### src/hw/rtl/hntm_pkg.sv
// shared types, constants and functions of the two-nearest hamming matcher
package hntm_pkg;

	// fixed field widths
	localparam int DESC_WORD_W = 64;
	localparam int WORD_IDX_W  = 2;
	localparam int ITEM_IDX_W  = 9;
	localparam int OUT_DIST_W  = 9;
	localparam int RATIO_W     = 10;
	localparam int FRAC_BITS   = 8;
	localparam int POP_W       = 7;

	// stream bus widths, padded to whole bytes
	localparam int S_TDATA_W = 80;
	localparam int M_TDATA_W = 40;

	// configuration port
	localparam int CFG_IDX_W  = 1;
	localparam int CFG_DATA_W = 10;
	localparam logic [CFG_IDX_W-1:0] REG_RATIO = 1'd0;
	localparam logic [CFG_IDX_W-1:0] REG_CELL  = 1'd1;
	localparam logic [RATIO_W-1:0]   RATIO_RESET = 10'd205;
	localparam logic                 CELL_RESET  = 1'b1;

	// request kinds carried in tuser
	localparam logic REQ_TRAIN = 1'b0;
	localparam logic REQ_QUERY = 1'b1;

	// distances above this saturate on the output
	localparam logic [OUT_DIST_W-1:0] DIST_SAT = 9'd511;

	// low bit of every 2-bit cell
	localparam logic [DESC_WORD_W-1:0] CELL_MASK = 64'h5555_5555_5555_5555;

	// parameter defaults
	localparam int KEYPOINTS_DEFAULT  = 512;
	localparam int DESC_BYTES_DEFAULT = 32;

	// control tag that travels with each train read
	typedef struct packed {
		logic valid;
		logic last;
	} scan_tag_t;

	// sequencer states
	typedef enum logic [1:0] {
		ST_IDLE,
		ST_SCAN,
		ST_DRAIN,
		ST_RESULT
	} state_t;

	// number of set bits in one descriptor word, as a tree of partial sums
	function automatic logic [POP_W-1:0] popcount64(input logic [DESC_WORD_W-1:0] x);
		logic [DESC_WORD_W-1:0] v;
		v = x - ((x >> 1) & CELL_MASK);
		v = (v & 64'h3333_3333_3333_3333) + ((v >> 2) & 64'h3333_3333_3333_3333);
		v = (v + (v >> 4)) & 64'h0F0F_0F0F_0F0F_0F0F;
		v = v + (v >> 8);
		v = v + (v >> 16);
		v = v + (v >> 32);
		return v[POP_W-1:0];
	endfunction

endpackage

### src/hw/rtl/hntm_rank.sv
// keeps the two smallest distances of a scan, earlier index wins a tie
module hntm_rank #(
	parameter int KEYPOINTS  = hntm_pkg::KEYPOINTS_DEFAULT,
	parameter int DESC_BYTES = hntm_pkg::DESC_BYTES_DEFAULT
) (
	input  logic                              clk,
	input  logic                              arst_n,
	input  logic                              start,
	input  hntm_pkg::scan_tag_t               tag,
	input  logic [$clog2(KEYPOINTS)-1:0]      idx,
	input  logic [$clog2(DESC_BYTES*8+1)-1:0] dist_in,
	output logic [$clog2(DESC_BYTES*8+1)-1:0] best,
	output logic [$clog2(DESC_BYTES*8+1)-1:0] second,
	output logic [$clog2(KEYPOINTS)-1:0]      best_idx,
	output logic                              done
);

	localparam int KEY_AW = $clog2(KEYPOINTS);
	localparam int DIST_W = $clog2(DESC_BYTES * 8 + 1);

	logic              have_best_q;
	logic              have_second_q;
	logic [DIST_W-1:0] best_q;
	logic [DIST_W-1:0] second_q;
	logic [KEY_AW-1:0] best_idx_q;
	logic              done_q;

	// running top-two update
	always_ff @(posedge clk or negedge arst_n) begin
		if (!arst_n) begin
			have_best_q   <= 1'b0;
			have_second_q <= 1'b0;
			best_q        <= '1;
			second_q      <= '1;
			best_idx_q    <= '0;
			done_q        <= 1'b0;
		end else begin
			done_q <= tag.valid && tag.last;
			if (start) begin
				have_best_q   <= 1'b0;
				have_second_q <= 1'b0;
			end else if (tag.valid) begin
				if (!have_best_q || dist_in < best_q) begin
					if (have_best_q) begin
						second_q      <= best_q;
						have_second_q <= 1'b1;
					end
					best_q      <= dist_in;
					best_idx_q  <= idx;
					have_best_q <= 1'b1;
				end else if (!have_second_q || dist_in < second_q) begin
					second_q      <= dist_in;
					have_second_q <= 1'b1;
				end
			end
		end
	end

	assign best     = best_q;
	assign second   = second_q;
	assign best_idx = best_idx_q;
	assign done     = done_q;

endmodule

### config.mk
export PLATFORM = sky130hd
export DESIGN_NAME = hntm_rank
export DESIGN_NICKNAME = d
export VERILOG_FILES = /design/src/hw/rtl/hntm_pkg.sv /design/src/hw/rtl/hntm_rank.sv
export SDC_FILE = /design/constraint.sdc
export NUM_CORES = 1
export LEC_CHECK = 0
export BUFFER_PORTS_ARGS = -buffer_cell sky130_fd_sc_hd__buf_2
export CAP_MARGIN = 10
export CORE_MARGIN = 2
export CORE_UTILIZATION = 39
export DETAILED_ROUTE_END_ITERATION = 16
export GPL_TIMING_DRIVEN = 0
export PLACE_DENSITY = 0.77
export REMOVE_ABC_BUFFERS = 1
export SLEW_MARGIN = 20
export SYNTH_ARGS = -nofsm -noshare
export SYNTH_HDL_FRONTEND = slang
export SYNTH_SLANG_ARGS = --single-unit
### constraint.sdc
create_clock -name clk -period 2 [get_ports clk]
set_input_delay 0.1 -clock clk [delete_from_list [all_inputs] [get_ports clk]]
set_output_delay 0.1 -clock clk [all_outputs]
set_load 0.05 [all_outputs]
; Yosys cells after proc, flatten, opt, wreduce, memory -nomap -nowiden
; Cells that the tools add are included.
[totals]
regBits = 30
latch_bits = 0
mem_bits_rw = 0
mem_bits_ro = 0
in_bits = 23
out_inout_bits = 28
elab_cells = 35
mem_count = 0
[classes]
addsub = 0
mul = 0
div = 0
n_lt_le_gt_ge = 2
n_eq_ne = 2
shift = 0
mux = 11
bitwise_logic = 1
n_reduce_logical = 13
[ops]
columns = operator, n
row1 = 9-bit two-way mux, 3
row2 = 9-bit less-than comparator, 2
row3 = 1-bit two-way mux, 8
row4 = 3-bit AND reduction, 2
row5 = 2-bit nonzero test, 3
row6 = 4-bit AND reduction, 1
row7 = 3-bit != test (second input constant), 1
row8 = 3-bit nonzero test, 1
row9 = 1-bit zero test, 2
row10 = 1-bit logical OR, 2
row11 = 2-bit != test (second input constant), 1
row12 = 2-bit AND reduction, 1
row13 = 1-bit logical AND, 1
row14 = 1-bit inverter, 1

; Longest topological paths before layout
[depth]
ltp_word = 6
mapped_depth = 9
depth_no_buf = 7

; Worst setup path after synthesis
; No wires, ideal clock.
[synth_path]
path_type = reg2reg
startpoint = register best_q[8] (netlist: best[8])
endpoint = register second_q[0] (netlist: second[0])
arrival_time_ns = 2.339
t_required_ns = 1.918
slack_ns = -0.421
stages_incl_launch_ff = 9
n_path_buf = 1
period_less_slack_ns = 2.421
cell_sequence = dfstp_2 > inv_1 > ha_1 > a21oi_2 > o21ai_2 > a221oi_2 > buf_6 > mux2_1 > mux2_2
[synth_between]
elab_chain_len = 4
word_cells_on_any_way = 6
classes_between = order compare: 1 / eq/ne: 1 / mux: 1 / reduce/logical: 3
[synth_lines]
columns = element, line
row1 = start: declaration, hntm_rank.sv:23  ; logic [DIST_W-1:0] best_q;
row2 = start signal: assignment, hntm_rank.sv:48  ; best_q <= dist_in;
row3 = 9-bit less-than comparator *, hntm_rank.sv:43  ; if (!have_best_q || dist_in < best_q) begin
row4 = 1-bit logical OR *, hntm_rank.sv:43
row5 = 2-bit != test (no source line) or 2-bit nonzero test (tied branches), -
row6 = 4-bit AND reduction (no source line), -
row7 = end signal: assignment, hntm_rank.sv:45  ; second_q <= best_q;
row8 = end signal: assignment, hntm_rank.sv:52  ; second_q <= dist_in;
row9 = end: declaration, hntm_rank.sv:24  ; logic [DIST_W-1:0] second_q;
; Every way passes the cells marked *; elsewhere a longest branch is shown, timed or not.
; A chain may end at the register's enable or synchronous reset.

; Final worst setup path
[layout_path]
startpoint = register second_q[7] (netlist: second[7])
endpoint = register second_q[2] (netlist: second[2])
[layout_between]
elab_chain_len = 4
[layout_lines]
columns = element, line
row1 = 9-bit less-than comparator, hntm_rank.sv:51  ; end else if (!have_second_q || dist_in < second_q) begin
row2 = 1-bit logical OR, hntm_rank.sv:51
row3 = 2-bit nonzero test (no source line), -
row4 = 4-bit AND reduction (no source line), -
; Every way passes these cells.

==> results.sh <==
export IMPL_boundaryPins=51
export IMPL_wirelength_um=4570
export IMPL_numCtsBuffers=5
export IMPL_final_setup_viol_count=28
export IMPL_worstPathCellList="inv_2, ha_4, a21o_1, a21oi_2, o211ai_1, a41oi_4, buf_6, mux2i_1"
export IMPL_maxSlewViolCount=0
export IMPL_stdcell_count=266
export IMPL_vias=1352
export IMPL_dp_final_hpwl_um=2440
export IMPL_power_leakage_uw=0.00127
export IMPL_fin_crit_ns=2.20
export IMPL_antenna_found_initial=0
export IMPL_drt_iter0_drc=29
export IMPL_timing_slew_headroom_pct=56.1
export IMPL_skew_ns=0.00693
export IMPL_insertion_delay_ns=0.29
export IMPL_rsz0062_at_grt="true"
export IMPL_core_area_mm2=0.00432
export IMPL_dpl_cell_count=237
export IMPL_cellPowerDensity_mw_per_mm2=1290
export IMPL_fin_nets=252
export IMPL_die_w_um=70.8
export IMPL_syn_area_per_cell_um2=12.6
export IMPL_seq_area_frac_synth_pct=44.4
export IMPL_drive_above_1_share_pct=67.3
export IMPL_irDropWorstVdd_v=0.000780
export IMPL_grtUsageTotal_pct=19.1
export IMPL_status="complete, but fails checks"
export IMPL_cp_top_family="compound AO/OA/AOI/OAI gates"
export IMPL_design_area_mm2=0.00255
export IMPL_worst_pin_slew_ns=0.659
export IMPL_ant_nets=0
export IMPL_fill_cells=352
export IMPL_start_util_pct=40.2
export IMPL_synth_cell_types=32
export IMPL_worst_path_buf_inv=2
export IMPL_globalplace_congestion=0.734
export IMPL_cts_sinks=30
export IMPL_violations="setup timing"
export IMPL_crit_path_max_incr_delay_ns=0.54
export IMPL_final_hold_violation_count=0
export IMPL_place_area_mm2=0.00204
export IMPL_grt_pass1_vias=1527
export IMPL_port_buffer_count=50
export IMPL_h_tree_depth=2
export IMPL_viasPerCell=5.08
export IMPL_finalSetupTns_ns=-4.38
export IMPL_cts_root_buffer_cell="clkbuf_8"
export IMPL_yosys_warnings=0
export IMPL_syn_area_mm2=0.00174
export IMPL_startpoint_type="flip-flop"
export IMPL_die_h_um=70.8
export IMPL_cts_buffer_depth=2
export IMPL_end_kind="flip-flop"
export IMPL_worstPathArrival_ns=2.41
export IMPL_required_ns=2.21
export IMPL_grt_pass1_wl_um=7290
export IMPL_timing_fmax_ghz=0.454
export IMPL_diodes=0
export IMPL_synth_seq_cells=30
export IMPL_post_route_period_util_pct=110
export IMPL_synthCells=138
export IMPL_cts_tree="done"
export IMPL_maxCapViolCount=0
export IMPL_regToRegSetupSlack_ns=-0.20
export IMPL_die_area_mm2=0.00501
export IMPL_design_power_total_uw=3290
export IMPL_critical_path_class="reg2reg"
export IMPL_drt_pass1_iterations=4
export IMPL_wl_per_cell_um=17.2
export IMPL_grt_max_degree=31
export IMPL_remaining_drc_errors=0
export IMPL_syn2layout_area_growth_pct=46.6
export IMPL_clk_pin_slew_ns=0.06
export IMPL_finalWorstSetupSlack_ns=-0.204
export IMPL_rows=24
export IMPL_cp_slowest_cell="dfstp_2"
export IMPL_min_path_type="in2reg"
export IMPL_critPathMaxFanout=4
export IMPL_gr_total_overflow=0
export IMPL_final_util_pct=59.0
-- path summary, 6_finish.rpt --
path                                start          end  cells after the start
worst max-delay path            second[7]    second[2]                      8
worst max register to register  second[7]    second[2]                      8
max in group asynchronous          arst_n         done                      2
worst min register to register  second[8]    second[8]                      2
min in group asynchronous          arst_n  best_idx[0]                      2
worst min-delay path               idx[4]  best_idx[4]                      2
-- metrics by stage --
step | hold WS [ns] | setup WS [ns]
2_1_floorplan | -0.196 | -0.935
3_3_place_gp | 0.161 | -1.15
3_5_place_dp | 0.168 | -0.697
4_1_cts | 0.0341 | -0.131
5_1_grt | 0.0378 | -0.318
6_report | 0.0416 | -0.204
-- state kept, by name, indices dropped and copies added, names as in the netlist --
name           cells
second             9
have_best_q        1
have_second_q      1
done               1
best_idx           9
best               9
-- layer usage --
| layer | vias to the layer above | global-route usage (%) | routed length, um |
|---|---|---|---|
| met2 | 47 | 32.6 | 2330 |
| met3 | 10 | 7.41 | 276 |
| li1 | 637 | - | - |
| met4 | 0 | 7.34 | 106 |
| met5 | - | 0 | 0 |
| met1 | 658 | 21.6 | 1850 |
-- cells by family after synthesis --
family          share of synthesized area [%]
buf+inv                                  5.90
flops                                    44.4
simple gates                             6.54
fa+ha+maj                                11.5
compound gates                           7.33
mux                                      24.3
-- cell usage in the layout, fill, tap and decap left out, types with 2 or more instances in the layout --
cell	instances
a21o_1	3
a21oi_2	2
a21oi_4	3
buf_2	50
buf_4	11
buf_6	4
clkbuf_8	5
clkinv_2	2
dfrtp_1	12
dfstp_2	18
dlygate4sd3_1	2
ha_1	7
ha_4	9
inv_1	10
inv_2	7
mux2_4	20
mux2i_1	16
nand2_1	5
nand2_8	4
nand3_1	2
nor2_1	4
o21ai_2	2
-- report_power, final --
part           switching, uW  total, uW  internal, uW
Clock                    234        475           241
Combinational           1180       1840           660
Sequential               109        975           867
Total                   1520       3290          1770
-- final cells by class --
type	instances	area [um2]	area share, %
Sequential cell	30	773	30.3
Clock inverter	2	10.0	0.392
Timing Repair Buffer	68	418	16.4
Inverter	17	63.8	2.50
Multi-Input combinational cell	91	1150	45.0
Clock buffer	6	72.6	2.84
Tap cell	52	65.1	2.55
-- synthesized netlist by cell type (all sizes together) --
library cell	number	share of area (%)
nor3b	1	0.72
a211oi	1	0.43
a21o	3	1.3
o2111ai	1	0.50
nand2	6	2.2
and2	1	0.36
dfstp	18	27
ha	16	12
mux2i	16	9.2
nor2	5	1.1
a41oi	1	0.50
a21oi	6	1.9
and2b	1	0.50
o211ai	1	0.43
nand3	2	0.58
nand2b	1	0.36
nor2b	1	0.36
o21ai	2	0.79
nand4	1	0.36
inv	17	3.7
mux2	20	15
buf	3	2.2
a211o	1	0.58
a221oi	1	0.86
dfrtp	12	17
-- timing repair --
action                     in CTS  in global routing
gates cloned                    2                  1
hold endpoints to repair       13                  0
hold buffers                    2                  0
setup endpoints to repair      28                 28
gates resized for setup        36                  7
buffers inserted               13                  3
pin swaps                      18                  7
Power figures use the tool's default switching activity.
