[config.mk]
export PLATFORM = sky130hd
export DESIGN_NAME = hntm_dist
export DESIGN_NICKNAME = d
export VERILOG_FILES = /design/src/hw/rtl/hntm_pkg.sv /design/src/hw/rtl/hntm_dist.sv
export SDC_FILE = /design/constraint.sdc
export NUM_CORES = 1
export LEC_CHECK = 0
export ABC_CLOCK_PERIOD_IN_PS = 6100
export BUFFER_PORTS_ARGS = -buffer_cell sky130_fd_sc_hd__buf_4
export CORE_MARGIN = 5
export CORE_UTILIZATION = 45
export DETAILED_ROUTE_END_ITERATION = 10
export GPL_ROUTABILITY_DRIVEN = 1
export HOLD_SLACK_MARGIN = 0.02
export PLACE_DENSITY = 0.67
export SYNTH_ARGS = -nofsm -noshare
export SYNTH_HDL_FRONTEND = slang
export SYNTH_SLANG_ARGS = --single-unit
[constraint.sdc]
create_clock -name clk -period 6.1 [get_ports clk]
set_input_delay 1.22 -clock clk [delete_from_list [all_inputs] [get_ports clk]]
set_output_delay 1.22 -clock clk [all_outputs]
set_load 0.05 [all_outputs]
[src/hw/rtl/hntm_pkg.sv]
// shared types, constants and functions of the two-nearest hamming matcher
package hntm_pkg;

	// fixed field widths
	localparam int DESC_WORD_W = 64;
	localparam int WORD_IDX_W  = 2;
	localparam int ITEM_IDX_W  = 9;
	localparam int OUT_DIST_W  = 9;
	localparam int RATIO_W     = 10;
	localparam int FRAC_BITS   = 8;
	localparam int POP_W       = 7;

	// stream bus widths, padded to whole bytes
	localparam int S_TDATA_W = 80;
	localparam int M_TDATA_W = 40;

	// configuration port
	localparam int CFG_IDX_W  = 1;
	localparam int CFG_DATA_W = 10;
	localparam logic [CFG_IDX_W-1:0] REG_RATIO = 1'd0;
	localparam logic [CFG_IDX_W-1:0] REG_CELL  = 1'd1;
	localparam logic [RATIO_W-1:0]   RATIO_RESET = 10'd205;
	localparam logic                 CELL_RESET  = 1'b1;

	// request kinds carried in tuser
	localparam logic REQ_TRAIN = 1'b0;
	localparam logic REQ_QUERY = 1'b1;

	// distances above this saturate on the output
	localparam logic [OUT_DIST_W-1:0] DIST_SAT = 9'd511;

	// low bit of every 2-bit cell
	localparam logic [DESC_WORD_W-1:0] CELL_MASK = 64'h5555_5555_5555_5555;

	// parameter defaults
	localparam int KEYPOINTS_DEFAULT  = 512;
	localparam int DESC_BYTES_DEFAULT = 32;

	// control tag that travels with each train read
	typedef struct packed {
		logic valid;
		logic last;
	} scan_tag_t;

	// sequencer states
	typedef enum logic [1:0] {
		ST_IDLE,
		ST_SCAN,
		ST_DRAIN,
		ST_RESULT
	} state_t;

	// number of set bits in one descriptor word, as a tree of partial sums
	function automatic logic [POP_W-1:0] popcount64(input logic [DESC_WORD_W-1:0] x);
		logic [DESC_WORD_W-1:0] v;
		v = x - ((x >> 1) & CELL_MASK);
		v = (v & 64'h3333_3333_3333_3333) + ((v >> 2) & 64'h3333_3333_3333_3333);
		v = (v + (v >> 4)) & 64'h0F0F_0F0F_0F0F_0F0F;
		v = v + (v >> 8);
		v = v + (v >> 16);
		v = v + (v >> 32);
		return v[POP_W-1:0];
	endfunction

endpackage

[src/hw/rtl/hntm_dist.sv]
// per-word difference lanes and distance sum, two pipeline stages
module hntm_dist #(
	parameter int KEYPOINTS  = hntm_pkg::KEYPOINTS_DEFAULT,
	parameter int DESC_BYTES = hntm_pkg::DESC_BYTES_DEFAULT
) (
	input  logic                                         clk,
	input  logic                                         arst_n,
	input  logic                                         cell_mode,
	input  logic [(DESC_BYTES+7)/8-1:0][hntm_pkg::DESC_WORD_W-1:0] query,
	input  logic [(DESC_BYTES+7)/8-1:0][hntm_pkg::DESC_WORD_W-1:0] train,
	input  hntm_pkg::scan_tag_t                          tag_s1,
	input  logic [$clog2(KEYPOINTS)-1:0]                 idx_s1,
	output hntm_pkg::scan_tag_t                          tag_s3,
	output logic [$clog2(KEYPOINTS)-1:0]                 idx_s3,
	output logic [$clog2(DESC_BYTES*8+1)-1:0]            dist_s3
);

	localparam int WORDS  = (DESC_BYTES + 7) / 8;
	localparam int TAIL   = DESC_BYTES % 8;
	localparam int KEY_AW = $clog2(KEYPOINTS);
	localparam int DIST_W = $clog2(DESC_BYTES * 8 + 1);

	logic [WORDS-1:0][hntm_pkg::POP_W-1:0] cnt_s2;
	hntm_pkg::scan_tag_t                   tag_s2;
	logic [KEY_AW-1:0]                     idx_s2;
	logic [DIST_W-1:0]                     sum;

	// one lane per descriptor word: xor, tail mask, optional cell fold, count
	for (genvar w = 0; w < WORDS; w++) begin : g_lane
		localparam logic [hntm_pkg::DESC_WORD_W-1:0] MASK =
			(w == WORDS - 1 && TAIL != 0) ? ((64'd1 << (TAIL * 8)) - 64'd1) : '1;
		logic [hntm_pkg::DESC_WORD_W-1:0] diff;
		logic [hntm_pkg::DESC_WORD_W-1:0] folded;

		assign diff   = (query[w] ^ train[w]) & MASK;
		assign folded = cell_mode ? ((diff | (diff >> 1)) & hntm_pkg::CELL_MASK) : diff;

		always_ff @(posedge clk) begin
			cnt_s2[w] <= hntm_pkg::popcount64(folded);
		end
	end

	// stage 2 control
	always_ff @(posedge clk or negedge arst_n) begin
		if (!arst_n) begin
			tag_s2 <= '0;
		end else begin
			tag_s2 <= tag_s1;
		end
	end

	always_ff @(posedge clk) begin
		idx_s2 <= idx_s1;
	end

	// add the lane counts
	always_comb begin
		sum = '0;
		for (int w = 0; w < WORDS; w++) begin
			sum = sum + DIST_W'(cnt_s2[w]);
		end
	end

	// stage 3 control
	always_ff @(posedge clk or negedge arst_n) begin
		if (!arst_n) begin
			tag_s3 <= '0;
		end else begin
			tag_s3 <= tag_s2;
		end
	end

	always_ff @(posedge clk) begin
		idx_s3  <= idx_s2;
		dist_s3 <= sum;
	end

endmodule

## After elaboration in Yosys (flattened, before gate mapping)

Cells that the tools add are included.

| word-level totals | value |
|---|---|
| register bits after elaboration | 59 |
| output and inout port bits | 20 |
| word-level logic and storage cells | 50 |

| cells by class | value |
|---|---|
| $add $sub $neg | 27 |
| multiplexer cells | 4 |
| bitwise operators | 8 |

Operators by type and width:

| cell | count |
|---|---|
| 64-bit two-way mux | 4 |
| 64-bit by 63-bit subtractor with 64-bit output | 4 |
| 64-bit bitwise XOR | 4 |
| 62-bit by 62-bit adder with 63-bit output | 4 |
| 63-bit OR | 4 |
| 60-bit by 59-bit adder with 60-bit output | 4 |
| 52-bit by 52-bit adder with 53-bit output | 4 |
| 39-bit by 37-bit adder with 39-bit output | 4 |
| 7-bit adder | 4 |
| 9-bit by 7-bit adder with 9-bit output | 2 |
| 7-bit by 7-bit adder with 8-bit output | 1 |

## Depth between registers and ports, before layout

Gate-level depths: netlist of run 1.

| depth | value |
|---|---|
| depth after elaboration | 9 |
| gate-level depth with buffers | 37 |
| depth with buffers taken out | 32 |

## Worst setup path after synthesis of run 1

OpenSTA, ideal clock, no wires.

| timing path | value |
|---|---|
| path kind | in2reg |
| from | input cell_mode |
| to | register cnt_s2[12] in the netlist's numbering |
| library setup time | 0.072 ns |
| arrival | 8.593 ns |
| path slack | -2.565 ns |
| cell stages on the path | 34 |
| buffers on the path | 5 |
| cell sequence | inv_1 clkbuf_1 clkbuf_1 clkbuf_1 clkbuf_1 clkbuf_1 nand2_1 ha_1 o31ai_1 a21oi_1 o2111a_1 o21ai_2 a21oi_1 a311oi_2 o211ai_1 a41o_1 a31o_2 a21oi_1 xor2_1 ha_1 fa_1 inv_1 fa_1 inv_1 fa_1 inv_1 fa_1 inv_1 ha_1 a21o_1 a21oi_1 o21bai_1 a21oi_1 xnor2_1 |

| on the way | value |
|---|---|
| longest elaborated chain between the ends | 7 |

Ends and longest elaborated chain:

| element | RTL line | source |
|---|---|---|
| from (decl) | hntm_dist.sv:8 | `input logic cell_mode,` |
| 64-bit two-way mux | hntm_dist.sv:36 | `assign folded = cell_mode ? ((diff \| (diff >> 1)) & hntm_pkg::CELL_MASK) : diff;` |
| 64-bit by 63-bit subtractor with 64-bit output | hntm_pkg.sv:56 | `v = x - ((x >> 1) & CELL_MASK);` |
| 62-bit by 62-bit adder with 63-bit output | hntm_pkg.sv:57 | `v = (v & 64'h3333_3333_3333_3333) + ((v >> 2) & 64'h3333_3333_3333_3333);` |
| 60-bit by 59-bit adder with 60-bit output | hntm_pkg.sv:58 | `v = (v + (v >> 4)) & 64'h0F0F_0F0F_0F0F_0F0F;` |
| 52-bit by 52-bit adder with 53-bit output | hntm_pkg.sv:59 | `v = v + (v >> 8);` |
| 39-bit by 37-bit adder with 39-bit output | hntm_pkg.sv:60 | `v = v + (v >> 16);` |
| 7-bit adder | hntm_pkg.sv:61 | `v = v + (v >> 32);` |
| to (signal, indexed assignment) | hntm_dist.sv:39 | `cnt_s2[w] <= hntm_pkg::popcount64(folded);` |
| to (decl) | hntm_dist.sv:23 | `logic [WORDS-1:0][hntm_pkg::POP_W-1:0] cnt_s2;` |

Every way passes these cells.

## Worst setup path in the final report of run 1

| timing path | value |
|---|---|
| from | input cell_mode |
| to | register cnt_s2[20] in the netlist's numbering |

Same word-level chain as after synthesis.

==> results of run 1 <==
[registers in the layout (all words and copies together), names as in the netlist]
register	flops
cnt_s2	28
dist_s3	9
tag_s2	2
idx_s2	9
idx_s3	9
tag_s3	2
[cells by family after synthesis]
logic type | synth area share
compound gates | 0.229
simple gates | 0.154
xor+xnor | 0.196
fa+ha+maj | 0.311
buf+inv | 0.0623
flops | 0.0441
mux | 0.00368
[stage by stage]
stage	util	hold slack, ns	area (µm²)	cells
floorplan	-	0.310	27700	3533
global placement	0.665	0.310	40000	5820
detailed placement	0.665	0.312	40000	5820
CTS	0.701	0.325	42100	5910
global route	0.730	0.337	43900	5954
finish	0.730	0.325	43900	5954
[cells in the final DEF, fill, tap and decap left out, types with 23 or more instances in the layout]
master       n
a21o_1     169
a21oi_1    223
a21oi_2     62
and2_1      64
buf_4     1614
buf_6       31
dfxtp_1     55
fa_1       117
ha_1       403
ha_4        43
inv_1      338
inv_2       52
nand2_1    260
nand2b_1    43
nand3_1     25
nor2_1     190
nor2b_1     23
nor3_1      23
o21a_1      28
o21ai_0    122
o21ai_1     32
o21bai_1    27
or2_2       38
xnor2_1    330
xor2_1     237
[layer usage]
| layer | routed length, µm | GRT usage | vias up |
|---|---|---|---|
| met5 | 0 | 0 | - |
| met4 | 2600 | 0.0670 | 0 |
| met3 | 4070 | 0.0275 | 172 |
| met2 | 47200 | 0.475 | 809 |
| met1 | 40500 | 0.332 | 14500 |
| li1 | - | - | 15500 |
[how the worst max path moves through the flow]
stage                     cells after the start                 end  slack (ns)       from
after floorplan                              35   cnt_s2[6]$_DFF_P_       -1.56  cell_mode
after global placement                       31   cnt_s2[6]$_DFF_P_       -1.76  cell_mode
after detailed placement                     31  cnt_s2[26]$_DFF_P_       -1.82  cell_mode
after CTS                                    34   cnt_s2[6]$_DFF_P_       -1.26  cell_mode
after global routing                         28  cnt_s2[20]$_DFF_P_       -1.51  cell_mode
final                                        31  cnt_s2[20]$_DFF_P_       -1.33  cell_mode
[layout make-up]
| type | instances | area [µm²] | area share |
|---|---|---|---|
| Tap cell | 782 | 978 | 0.0223 |
| Multi-Input combinational cell | 3035 | 26900 | 0.613 |
| Timing Repair Buffer | 1671 | 13000 | 0.296 |
| Clock inverter | 4 | 47.5 | 0.00108 |
| Inverter | 392 | 1500 | 0.0342 |
| Sequential cell | 59 | 1200 | 0.0274 |
| Clock buffer | 11 | 264 | 0.00601 |
[timing repair]
item	CTS	global route
pin swaps	119	183
cloned	5	3
gates resized for setup	238	287
buffers inserted	73	54
setup endpoints to repair	24	24
==> metrics.cfg, run 1 <==
[floorplanning]
die_w_um = 256
die_area_um2 = 65500
core_area_um2 = 60100
fp.dieH_um = 256
rows = 90
io_pins = 546
initial_core_util = 0.453

[worst_setup_path]
crit_fanout = 9
reg2regPathDepth = 13
crit_family = adder cells
cp.arrival_ns = 7.65
max_stage_delay_ns = 0.58
critical_path_buf_inv_count = 11
ff2ff_setup_slack_ns = 2.97
cpMostUsedCell = inv_2
r2r-end = dist_s3[8]$_DFF_P_
critPathLaunchType = primary input
critPathKind = primary input to flip-flop
crit_slowest_cell = fa_2
required_ns = 6.32
rr_startpoint = cnt_s2[7]$_DFF_P_
end_kind = flip-flop

[logic_synthesis]
yosys_warnings = 0
syn-num-nets = 4656
yosysUniqueCellTypes = 97
ys_async_sr_fraction = 0.0678
yosysSeqAreaShare = 0.0441
synth_common_cells = ha_1, inv_1, xnor2_1
synth.avg_cell_area_um2 = 7.71
synth_area_leaders = ha_1, xnor2_1, fa_1
synth_most_common_cell = ha_1
synth.largest_area_cell = ha_1
ys.flop_type = dfxtp_1
syn_inst = 3533
synth_top_area_frac = 0.213
synth-seq-cells = 59
synth-edff-count = 0
synth_area_um2 = 27200

[placement]
place_ws_ns = -1.82
dp_hpwl_um = 77300
port_buffers = 545
gp_congestion = 0.918

[hold_path]
hold_path_depth = 0
min_from = idx_s2[5]$_DFF_P_
hold_end = idx_s3[5]$_DFF_P_
worstHoldPathType = flip-flop to flip-flop

[detailed_routing]
drt_pre_antenna_iters = 8
drtAntennaViolNets = 0
wire_per_inst_um = 15.9
drt_iter0_drc = 1429
via_per_inst = 5.21
via_count = 31000
routed_wirelength_um = 94400
drc_errors = 0

[cts]
numClockSinks = 59
clk_latency_ns = 0.33
clk_pin_slew_ns = 0.05
cts_hold_buf = 0
root_buffer = clkbuf_16
cts_made_buffers = 9
cts_tree = done
cts_max_level = 3
ctsLongestPathBuffers = 2

[global_routing]
grt_pass1_wl_um = 147000
grt_max_degree = 17
antenna_found_initial = 0
grt_pass1_vias = 31200
grt_use_total = 0.262
grt-ovfl-total = 0

[timing]
fin_worst_skew_ns = 0.00510
hold_viol_final = 0
grt_setup_unrepaired = yes
fmax_mhz = 135
final_max_slew_viol_count = 0
setup_viol = 24
postLayoutSetupSlackWorst_ns = -1.33
tightestPinTransition_ns = 0.511
tns_ns = -26.66
max_slew_margin = 0.656
period_share = 1.22
fin_crit_ns = 7.43

[final_layout]
diodes = 0
area_growth_pct = 61.3
final.fill_count = 4642
drive_above_1_share = 0.422
fin_nets = 6291

[run_status]
failed_checks = setup timing
run_status = finished with violations

[flow_run]
max_cap_violations = 0

Power of run 1 is not shown: default switching activity piles up to over one toggle a cycle in this logic, so the estimate is an artifact.
==> inputs of run 2 (changes only) <==
--- a/config.mk
+++ b/config.mk
@@ -12,7 +12,7 @@
 export DETAILED_ROUTE_END_ITERATION = 10
 export GPL_ROUTABILITY_DRIVEN = 1
 export HOLD_SLACK_MARGIN = 0.02
-export PLACE_DENSITY = 0.67
+export PLACE_DENSITY = 0.7
 export SYNTH_ARGS = -nofsm -noshare
 export SYNTH_HDL_FRONTEND = slang
 export SYNTH_SLANG_ARGS = --single-unit
==> metrics.cfg, run 2 (synthesized netlist as in run 1, its figures left out) <==
[run_status]
run_status = finished with violations
failed_checks = setup timing

[timing]
fmax_mhz = 136  ; +1.2%
fin_crit_ns = 7.34  ; -0.0884 ns
max_slew_margin = 0.638  ; -0.0181
final_max_slew_viol_count = 0  ; unchanged
hold_viol_final = 0  ; unchanged
postLayoutSetupSlackWorst_ns = -1.24  ; +0.0884 ns
setup_viol = 24  ; unchanged
tightestPinTransition_ns = 0.541  ; +0.0300 ns
grt_setup_unrepaired = yes
fin_worst_skew_ns = 0.00633  ; +0.00123 ns
period_share = 1.20  ; -0.0145

[worst_setup_path]
cp.arrival_ns = 7.59  ; -0.06 ns
rr_startpoint = cnt_s2[7]$_DFF_P_
crit_fanout = 6  ; -3
critPathKind = primary input to flip-flop
r2r-end = dist_s3[8]$_DFF_P_
max_stage_delay_ns = 0.58  ; about the same
reg2regPathDepth = 13  ; unchanged
ff2ff_setup_slack_ns = 2.96  ; about the same
critPathLaunchType = primary input
crit_slowest_cell = fa_1
end_kind = flip-flop
required_ns = 6.35  ; +0.03 ns

[global_routing]
grt_use_total = 0.261  ; -0.00120
grt_max_degree = 24  ; +7
antenna_found_initial = 0  ; unchanged
grt-ovfl-total = 0  ; unchanged
grt_pass1_vias = 31300  ; +0.086%
grt_pass1_wl_um = 147000  ; about the same

[final_layout]
diodes = 0  ; unchanged
drive_above_1_share = 0.382  ; -0.0395
final.fill_count = 4755  ; +2.4%
largest_reg_flops = 28  ; unchanged
layout_common_cells = buf_4, ha_1, inv_1
regMostFlops = cnt_s2
final_common_cell = buf_4
fin_nets = 6231  ; -0.95%
area_growth_pct = 55.0
stdcell_area_um2 = 42200  ; -3.9%

[detailed_routing]
via_count = 30600  ; -1.4%
drt_iter0_drc = 1382  ; -3.3%
drc_errors = 0  ; unchanged
drtAntennaViolNets = 0  ; unchanged
routed_wirelength_um = 91400  ; -3.2%
via_per_inst = 5.19  ; -0.42%
drt_pre_antenna_iters = 6  ; -2
wire_per_inst_um = 15.5  ; -2.2%

[floorplanning]
core_area_um2 = 60100  ; unchanged
initial_core_util = 0.453  ; unchanged
io_pins = 546  ; unchanged
fp.dieH_um = 256  ; unchanged
die_area_um2 = 65500  ; unchanged
die_w_um = 256  ; unchanged
rows = 90  ; unchanged

[cts]
numClockSinks = 59  ; unchanged
cts_max_level = 3  ; unchanged
cts_tree = done
root_buffer = clkbuf_16
cts_made_buffers = 9  ; unchanged
clk_latency_ns = 0.33  ; about the same
ctsLongestPathBuffers = 2  ; unchanged
clk_pin_slew_ns = 0.05  ; about the same

[hold_path]
hold_end = idx_s3[2]$_DFF_P_
worstHoldPathType = flip-flop to flip-flop
hold_path_depth = 0  ; unchanged
min_from = idx_s2[2]$_DFF_P_

[placement]
dp_hpwl_um = 77800  ; +0.57%
port_buffers = 545  ; unchanged
postPlaceCellArea_um2 = 39900  ; -0.19%
gp_congestion = 0.968  ; +5.5%

[flow_run]
max_cap_violations = 0  ; unchanged

-- run 2: cell count changes in the layout (fill, tap and decap cells not counted), moves of 12 or more --
cell / previous run / this run
a21oi_1: 223 / 237
a21oi_2: 62 / 50
buf_4: 1614 / 1582
buf_6: 31 / 9
ha_1: 403 / 438
ha_4: 43 / 19
inv_1: 338 / 365
inv_2: 52 / 26
-- run 2: cell type report --
cell class                      instances  area [µm²]  share of cell area
Clock inverter                          7        81.3             0.00193
Multi-Input combinational cell       3035       25800               0.611
Sequential cell                        59        1200              0.0285
Inverter                              392        1490              0.0352
Clock buffer                            9         225             0.00534
Timing Repair Buffer                 1611       12400               0.295
Tap cell                              782         978              0.0232
-- run 2: critical path, delay by kind of cell --
kind | cells | cell delay (ns)
fa+ha+maj | 6 | 2.69
compound gates | 9 | 1.33
buf+inv | 8 | 1.01
simple gates | 4 | 1.00
xor+xnor | 2 | 0.33
-- run 2: how the worst max path moves through the flow --
stage          startpoint                  to  cells past startpoint  slack [ns]
2_1_floorplan   cell_mode   cnt_s2[6]$_DFF_P_                     35       -1.56
3_3_place_gp     train[1]   cnt_s2[6]$_DFF_P_                     32       -1.82
3_5_place_dp   train[195]  cnt_s2[26]$_DFF_P_                     32       -1.92
4_1_cts         cell_mode  cnt_s2[18]$_DFF_P_                     30       -1.19
5_1_grt         cell_mode  cnt_s2[26]$_DFF_P_                     29       -1.55
6_report        cell_mode  cnt_s2[26]$_DFF_P_                     29       -1.24
-- run 2: routing by layer --
metal	global-route usage	routed length, µm
met5	0	0
met4	0.0535	2290
met3	0.0226	3720
met2	0.478	45700
met1	0.336	39700
-- run 2: what timing repair did --
action / 4_1_cts / 5_1_grt
setup endpoints to repair: 24 / 24
buffers inserted: 45 / 28
hold buffers: 0 / 0
resized for setup: 158 / 123
gates cloned: 2 / 1
pin swaps: 88 / 104
-- run 2: through the flow --
stage	setup slack (ns)	utilization	setup TNS, ns	hold WS, ns	std cells
after global routing	-1.55	0.702	-31.84	0.327	5895
after CTS	-1.19	0.689	-24.44	0.326	5870
after detailed placement	-1.92	0.664	-39.92	0.312	5808
after floorplan	-1.56	-	-30.80	0.310	3533
after global placement	-1.82	0.664	-38.01	0.311	5808
final	-1.24	0.702	-25.82	0.326	5895
Power of run 2 is left out for the same reason.
